### src/sbht_pkg.sv
// Shared definitions for the segment/box hit test pipeline.
// Region code bits, edge and corner indices, and the classify result struct.
// No dependencies.
package sbht_pkg;

  localparam int COORD_BITS_DEF = 16;

  localparam logic [3:0] CODE_LEFT  = 4'd1;
  localparam logic [3:0] CODE_RIGHT = 4'd2;
  localparam logic [3:0] CODE_BELOW = 4'd4;
  localparam logic [3:0] CODE_ABOVE = 4'd8;
  localparam logic [3:0] CODE_LR    = CODE_LEFT | CODE_RIGHT;
  localparam logic [3:0] CODE_BA    = CODE_BELOW | CODE_ABOVE;

  // Box edges.
  localparam int EDGE_LEFT   = 0;
  localparam int EDGE_RIGHT  = 1;
  localparam int EDGE_BOTTOM = 2;
  localparam int EDGE_TOP    = 3;

  // Box corners, named by (x, y) as low or high.
  localparam int CORNER_LL = 0;
  localparam int CORNER_LH = 1;
  localparam int CORNER_HL = 2;
  localparam int CORNER_HH = 3;

  typedef struct packed {
    logic [3:0] start_region;
    logic [3:0] end_region;
    logic       rejected;
    logic       quick_hit;
    logic [3:0] edge_ok;
  } class_t;

endpackage

### src/sbht_classify.sv
// Front-end classification: region codes, trivial reject and accept, and the
// per-edge extent and edge-side checks that need no products. Uses sbht_pkg.
module sbht_classify #(
  parameter int COORD_BITS = sbht_pkg::COORD_BITS_DEF
) (
  input  logic signed [COORD_BITS-1:0] box_min_x,
  input  logic signed [COORD_BITS-1:0] box_min_y,
  input  logic signed [COORD_BITS-1:0] box_max_x,
  input  logic signed [COORD_BITS-1:0] box_max_y,
  input  logic signed [COORD_BITS-1:0] seg_start_x,
  input  logic signed [COORD_BITS-1:0] seg_start_y,
  input  logic signed [COORD_BITS-1:0] seg_end_x,
  input  logic signed [COORD_BITS-1:0] seg_end_y,
  output sbht_pkg::class_t             cls
);
  import sbht_pkg::*;

  logic signed [COORD_BITS-1:0] seg_lo_x, seg_hi_x, seg_lo_y, seg_hi_y;
  logic signed [COORD_BITS-1:0] box_lo_x, box_hi_x, box_lo_y, box_hi_y;
  logic [3:0] cs, ce, cor;
  logic       left_same, right_same, bottom_same, top_same;
  logic       span_y_vert, span_x_horz;

  always_comb begin
    seg_lo_x = (seg_start_x < seg_end_x) ? seg_start_x : seg_end_x;
    seg_hi_x = (seg_start_x < seg_end_x) ? seg_end_x : seg_start_x;
    seg_lo_y = (seg_start_y < seg_end_y) ? seg_start_y : seg_end_y;
    seg_hi_y = (seg_start_y < seg_end_y) ? seg_end_y : seg_start_y;
    // The box may be given inverted, so its extents are sorted too.
    box_lo_x = (box_min_x < box_max_x) ? box_min_x : box_max_x;
    box_hi_x = (box_min_x < box_max_x) ? box_max_x : box_min_x;
    box_lo_y = (box_min_y < box_max_y) ? box_min_y : box_max_y;
    box_hi_y = (box_min_y < box_max_y) ? box_max_y : box_min_y;

    cs = 4'd0;
    if (seg_start_x < box_min_x) cs = cs | CODE_LEFT;
    if (seg_start_x > box_max_x) cs = cs | CODE_RIGHT;
    if (seg_start_y < box_min_y) cs = cs | CODE_BELOW;
    if (seg_start_y > box_max_y) cs = cs | CODE_ABOVE;
    ce = 4'd0;
    if (seg_end_x < box_min_x) ce = ce | CODE_LEFT;
    if (seg_end_x > box_max_x) ce = ce | CODE_RIGHT;
    if (seg_end_y < box_min_y) ce = ce | CODE_BELOW;
    if (seg_end_y > box_max_y) ce = ce | CODE_ABOVE;
    cor = cs | ce;

    // Both endpoints strictly on one side of an edge line. This only rejects
    // when the edge has nonzero length, since a point edge has zero area.
    left_same   = ((seg_start_x > box_min_x) && (seg_end_x > box_min_x)) ||
                  ((seg_start_x < box_min_x) && (seg_end_x < box_min_x));
    right_same  = ((seg_start_x > box_max_x) && (seg_end_x > box_max_x)) ||
                  ((seg_start_x < box_max_x) && (seg_end_x < box_max_x));
    bottom_same = ((seg_start_y > box_min_y) && (seg_end_y > box_min_y)) ||
                  ((seg_start_y < box_min_y) && (seg_end_y < box_min_y));
    top_same    = ((seg_start_y > box_max_y) && (seg_end_y > box_max_y)) ||
                  ((seg_start_y < box_max_y) && (seg_end_y < box_max_y));

    span_y_vert = (box_lo_y <= seg_hi_y) && (seg_lo_y <= box_hi_y);
    span_x_horz = (box_lo_x <= seg_hi_x) && (seg_lo_x <= box_hi_x);

    cls.start_region = cs;
    cls.end_region   = ce;
    cls.rejected     = |(cs & ce);
    cls.quick_hit    = (cs == 4'd0) || (ce == 4'd0) || (cor == CODE_LR) || (cor == CODE_BA);
    cls.edge_ok[EDGE_LEFT]   = (seg_lo_x <= box_min_x) && (box_min_x <= seg_hi_x) &&
                               span_y_vert && !((box_max_y != box_min_y) && left_same);
    cls.edge_ok[EDGE_RIGHT]  = (seg_lo_x <= box_max_x) && (box_max_x <= seg_hi_x) &&
                               span_y_vert && !((box_max_y != box_min_y) && right_same);
    cls.edge_ok[EDGE_BOTTOM] = (seg_lo_y <= box_min_y) && (box_min_y <= seg_hi_y) &&
                               span_x_horz && !((box_max_x != box_min_x) && bottom_same);
    cls.edge_ok[EDGE_TOP]    = (seg_lo_y <= box_max_y) && (box_max_y <= seg_hi_y) &&
                               span_x_horz && !((box_max_x != box_min_x) && top_same);
  end

endmodule

### config.mk
export PLATFORM = sky130hd
export DESIGN_NAME = sbht_classify
export DESIGN_NICKNAME = d
export VERILOG_FILES = /design/src/sbht_pkg.sv /design/src/sbht_classify.sv
export SDC_FILE = /design/constraint.sdc
export NUM_CORES = 1
export LEC_CHECK = 0
export ABC_AREA = 0
export BUFFER_PORTS_ARGS = -buffer_cell sky130_fd_sc_hd__buf_2
export CAP_MARGIN = 5
export CORE_MARGIN = 2
export CORE_UTILIZATION = 50
export DETAILED_ROUTE_END_ITERATION = 12
export PLACE_DENSITY = 0.82
export SYNTH_ARGS = -nofsm -noshare
export SYNTH_HDL_FRONTEND = slang
export SYNTH_SLANG_ARGS = --single-unit
### constraint.sdc
create_clock -name vclk -period 21.2
set_input_delay 4.24 -clock vclk [all_inputs]
set_output_delay 4.24 -clock vclk [all_outputs]
set_load 0.01 [all_outputs]
==> flow_metrics.tcl, run 1 <==
set metrics [dict create \
    crit_family "compound AO/OA/AOI/OAI gates" \
    drtAntennaViolNets 0 \
    final_common_cell "ha_1" \
    arrival_ns 10.16 \
    drc 0 \
    worstPathBufferInverterCount 3 \
    grt_max_degree 62 \
    grt_remaining_overflow 0 \
    postCtsResizedCells 0 \
    synth.area.mux_share 0.0302 \
    antenna_found_initial 0 \
    synth.lib_cells_used.distinct 83 \
    maxCapViolCount 0 \
    synth_cells 1464 \
    yosysWarnings 0 \
    die_area_um2 22700 \
    vias_per_cell 6.41 \
    die_width_um 151 \
    via_count 11900 \
    worst_slew_pin_slew_ns 1.30 \
    end_kind "output pin" \
    die_h_um 151 \
    synth_adder_area_share 0.423 \
    path_cells "buf_2 -> inv_1 -> ha_1 -> nand2_1 -> nor2_4 -> nand4_1 -> o211ai_4 -> nand2_2 -> mux2i_1 -> ha_1 -> a21o_1 -> a21o_1 -> a211oi_1 -> mux2i_1 -> nor4_1 -> a211o_1 -> a211oi_1 -> o211ai_1 -> a311oi_1 -> buf_2" \
    grt.total_usage 0.314 \
    post_cts_buffers 0 \
    fin_crit_ns 14.40 \
    seqCellArea_um2 0 \
    final_cell_mix "ha_1, buf_2, o21ai_0" \
    wire_per_inst_um 19.9 \
    cp_max_fo 44 \
    power.static_leakage_nw 6.11 \
    ys_seq_area_frac 0 \
    worstPathRequired_ns 16.96 \
    synth_fp_nets 1953 \
    clock.fmax_ghz 0.0695 \
    relSlewSlack 0.124 \
    hold_viol 0 \
    clkbuf_count 0 \
    first_pass_iters 5 \
    fin_hold_ws_ns 9.11 \
    drv_slew 0 \
    drt_iter0_drc 917 \
    layout-drive-gt1-share 0.111 \
    hpwl_um 32400 \
    nets 2074 \
    cts_hold_buf 0 \
    critPathLaunchType "input pin" \
    synth_compound_area_frac 0.271 \
    cellPowerDensity_nw_per_um2 34.3 \
    yosys.area_share.simple 0.207 \
    io_buffers 142 \
    p_total_mw 0.403 \
    core_area_um2 21100 \
    synth_top_family_by_area "adder cells" \
    synth_xor_area_frac 0.0129 \
    synthesis.area_um2 10800 \
    place_congestion 0.948 \
    rsz0062_at_grt "false" \
    wirelength_um 37000 \
    design.seq.count 0 \
    hold_path_class "in2out" \
    critPathKind "in2out" \
    setup_viol 0 \
    area_delta_synth_final_pct 8.96 \
    critPathSlowestCell "nand2_2" \
    fin_setup_tns_ns 0 \
    io_pins 142 \
    status "finished, final reports clean" \
    grt_pass1_wl_um 56700 \
    syn_area_per_cell_um2 7.35 \
    initial_core_util 0.510 \
    slowest_delay_ns 0.59 \
    peakVddDrop_mv 0.0212 \
    fin_crit_sh 0.679 \
    n_antenna_cell 0 \
    grt_pass1_vias 11400 \
    rows 53 \
]
==> cell families after synthesis <==
group	Yosys count
simple gates	450
mux	32
buf+inv	150
xor+xnor	15
compound gates	452
fa+ha+maj	365
==> through the flow <==
stage	worst slack, ns	instance area (um2)	instances	utilization
global placement	7.16	11700	1858	0.556
floorplan	8.36	10800	1464	-
CTS	7.03	11700	1858	0.556
finish	6.80	11700	1858	0.556
detailed placement	7.03	11700	1858	0.556
global route	6.53	11700	1858	0.556
==> path summary, 6_finish.rpt <==
check,cells after the start,endpoint,from,slack (ns)
worst min-delay path,6,cls[3],box_max_y[1],9.11
worst max-delay path,20,cls[0],seg_end_y[15],6.80
==> routing by layer <==
metal	GRT usage	up-vias	share of wire
met5	0	-	0
met4	0.132	0	0.048
met3	0.0203	94	0.065
li1	-	5765	-
met2	0.563	462	0.47
met1	0.388	5581	0.41
==> layout make-up <==
| type | count | area, um2 |
|---|---|---|
| timing repair buffer | 145 | 733 |
| multi-input combinational | 1314 | 10200 |
| tap | 275 | 344 |
| fill | 2080 | 9360 |
| inverter | 124 | 465 |
==> where the power goes <==
| part | internal, mW | switching [mW] | total (mW) |
|---|---|---|---|
| clock | 0 | 0 | 0 |
| combinational | 0.159 | 0.244 | 0.403 |
| sequential | 0 | 0 | 0 |
==> synthesized netlist by cell type (6+ instances only) <==
cell         n  area (um2)
o21a_1      20         150
clkbuf_1    18        67.6
ha_1       361        4520
xnor2_1     13         114
or3_1        8        50.1
a21o_1      57         428
a211o_1      6        52.6
a21oi_1    121         606
nand2_1    126         473
a31oi_1      8        50.1
nor2b_1     33         206
or2_2        8        50.1
o21ai_0    128         641
o22ai_1      7        43.8
mux2i_1     30         300
o31ai_1      9        67.6
nand3_1     43         215
nand4_1     55         344
nor3_1      28         140
and4_1       8        70.1
inv_1      124         465
nand2b_1    16         100
o2111ai_1    6        52.6
a211oi_1    12        90.1
nor4_1       7        43.8
o211ai_1    21         158
nor2_1      95         357
(Power assumes the default switching activity.)
==> inputs of run 2 (changes only) <==
--- a/config.mk
+++ b/config.mk
@@ -5,13 +5,13 @@
 export SDC_FILE = /design/constraint.sdc
 export NUM_CORES = 1
 export LEC_CHECK = 0
-export ABC_AREA = 0
+export ABC_AREA = 1
 export BUFFER_PORTS_ARGS = -buffer_cell sky130_fd_sc_hd__buf_2
 export CAP_MARGIN = 5
 export CORE_MARGIN = 2
 export CORE_UTILIZATION = 50
 export DETAILED_ROUTE_END_ITERATION = 12
-export PLACE_DENSITY = 0.82
+export PLACE_DENSITY = 0.84
 export SYNTH_ARGS = -nofsm -noshare
 export SYNTH_HDL_FRONTEND = slang
 export SYNTH_SLANG_ARGS = --single-unit
==> constraint.sdc (replaced) <==
create_clock -name vclk -period 12.5
set_input_delay 2.5 -clock vclk [all_inputs]
set_output_delay 2.5 -clock vclk [all_outputs]
set_load 0.01 [all_outputs]
==> flow_metrics.tcl, run 2 <==
set metrics [dict create \
    synth_common_cells "nand2_1, ha_1, inv_1" \
    postCtsResizedCells 0 \
    yosysMostFrequentCell "nand2_1" \
    hold_path_class "in2out" \
    area_delta_synth_final_pct 8.98 \
    maxCapViolCount 0 \
    grt_remaining_overflow 0 \
    yosysTopAreaCellShare 0.422 \
    clock.fmax_ghz 0.101 \
    seqCellArea_um2 0 \
    peakVddDrop_mv 0.0372 \
    drtAntennaViolNets 0 \
    rows 53 \
    power.static_leakage_nw 6.74 \
    critPathLaunchType "input pin" \
    vias_per_cell 5.82 \
    cts_hold_buf 0 \
    rsz0062_at_grt "false" \
    initial_core_util 0.509 \
    syn_area_per_cell_um2 6.28 \
    via_count 12200 \
    wirelength_um 34700 \
    ys_seq_area_frac 0 \
    stdcell_area_um2 11700 \
    hpwl_um 30600 \
    grt_max_degree 64 \
    fin_crit_sh 0.794 \
    first_pass_iters 5 \
    yosysTopAreaCell "ha_1" \
    drv_slew 0 \
    power_frac_comb 1.000 \
    grt_pass1_vias 11500 \
    die_h_um 150 \
    grt.total_usage 0.300 \
    n_antenna_cell 0 \
    die_area_um2 22600 \
    relSlewSlack 0.251 \
    drc 0 \
    drt_iter0_drc 959 \
    critPathKind "in2out" \
    die_width_um 150 \
    cp_max_fo 43 \
    post_cts_buffers 0 \
    worstPathRequired_ns 10.00 \
    final_common_cell "nand2_1" \
    hold_viol 0 \
    grt_pass1_wl_um 55100 \
    clkbuf_count 0 \
    p_int_mw 0.267 \
    power.switching_mw 0.468 \
    seq_power_share 0 \
    design.seq.count 0 \
    synth.lib_cells_used.distinct 45 \
    nets 2315 \
    io_pins 142 \
    fin_crit_ns 9.93 \
    end_kind "output pin" \
    arrival_ns 7.43 \
    synth_fp_nets 2193 \
    final_cell_mix "nand2_1, ha_1, inv_1" \
    synthesis.area_um2 10700 \
    clkPwrFrac 0 \
    status "finished, final reports clean" \
    yosysWarnings 0 \
    wire_per_inst_um 16.5 \
    worst_slew_pin_slew_ns 1.12 \
    ys_top_cells_by_area "ha_1, nand2_1, inv_1" \
    fin_setup_tns_ns 0 \
    layout-drive-gt1-share 0.0992 \
    p_sw_frac 0.637 \
    setup_viol 0 \
    cellPowerDensity_nw_per_um2 63.1 \
    io_buffers 142 \
    core_area_um2 21000 \
    dpl-instance-area_um2 11700 \
    antenna_found_initial 0 \
    place_congestion 0.953 \
    synth_cells 1704 \
]
-- run 2: changes by cell type in the layout (fill, tap and decap cells not counted), sizes merged, moves of 12 or more --
cell / change
nor2b: -33
nand3: +45
nor2: -16
mux2i: -31
nand2: +335
o211ai: -18
o21ai: +18
nand2b: -16
a21o: -55
inv: +102
a21oi: +30
xnor2: -12
nand4: -18
-- run 2: power groups by stage --
stage	logic, mW	registers [mW]	clock network (mW)
finish	0.736	0	0
global route	0.837	0	0
CTS	0.722	0	0
detailed placement	0.718	0	0
global placement	0.690	0	0
floorplan	0.511	0	0
-- run 2: kinds of logic after synthesis --
logic type	synth area share
buffers and inverters	0.0895
xor gates and xnor gates	0.00655
AOI/OAI and AO/OA	0.201
adders and majority gates	0.422
and+or+nand+nor	0.281
-- run 2: critical path, cell delays in order --
cell	delay, ns
buf_2	0.11
inv_1	0.20
ha_1	0.29
nand2_1	0.07
inv_1	0.04
o21ai_0	0.13
a21oi_1	0.09
nor2_1	0.20
nand3_1	0.15
nand2_1	0.84
buf_4	0.37
o21ai_0	0.11
ha_1	0.32
a21oi_1	0.13
nor2_1	0.05
a211oi_1	0.24
o21ai_0	0.13
and3_1	0.15
a2111oi_0	0.46
nand3_1	0.15
nand3_1	0.15
nand2_1	0.14
nor2_1	0.13
nand2_1	0.06
inv_1	0.04
buf_2	0.11
-- run 2: path summary, 6_finish.rpt --
path	start	endpoint	slack [ns]	cells after the start
worst min-delay path	box_min_x[9]	cls[0]	5.61	7
worst max-delay path	box_max_x[9]	cls[3]	2.57	26
-- run 2: layout make-up --
class                           count  area [um2]
Multi-Input combinational cell   1454        9740
Fill cell                        2076        9360
Inverter                          226         848
Timing Repair Buffer              144         726
Tap cell                          275         344
-- run 2: stage by stage --
stage / power (mW) / instances / worst slack [ns] / hold WS, ns / utilization
after floorplan: 0.511 / 1704 / 4.17 / 5.27 / -
after global placement: 0.690 / 2099 / 2.84 / 5.60 / 0.555
after detailed placement: 0.718 / 2099 / 2.69 / 5.60 / 0.555
after CTS: 0.722 / 2099 / 2.67 / 5.61 / 0.555
after global routing: 0.837 / 2099 / 2.08 / 5.67 / 0.555
final: 0.736 / 2099 / 2.57 / 5.61 / 0.555
-- run 2: layer usage --
layer  track usage  up-vias  part of all wire
met5             0        -                 0
met4         0.142        0             0.054
met1         0.365     5448              0.41
met3        0.0203      112             0.069
li1              -     6155                 -
met2         0.536      496              0.47
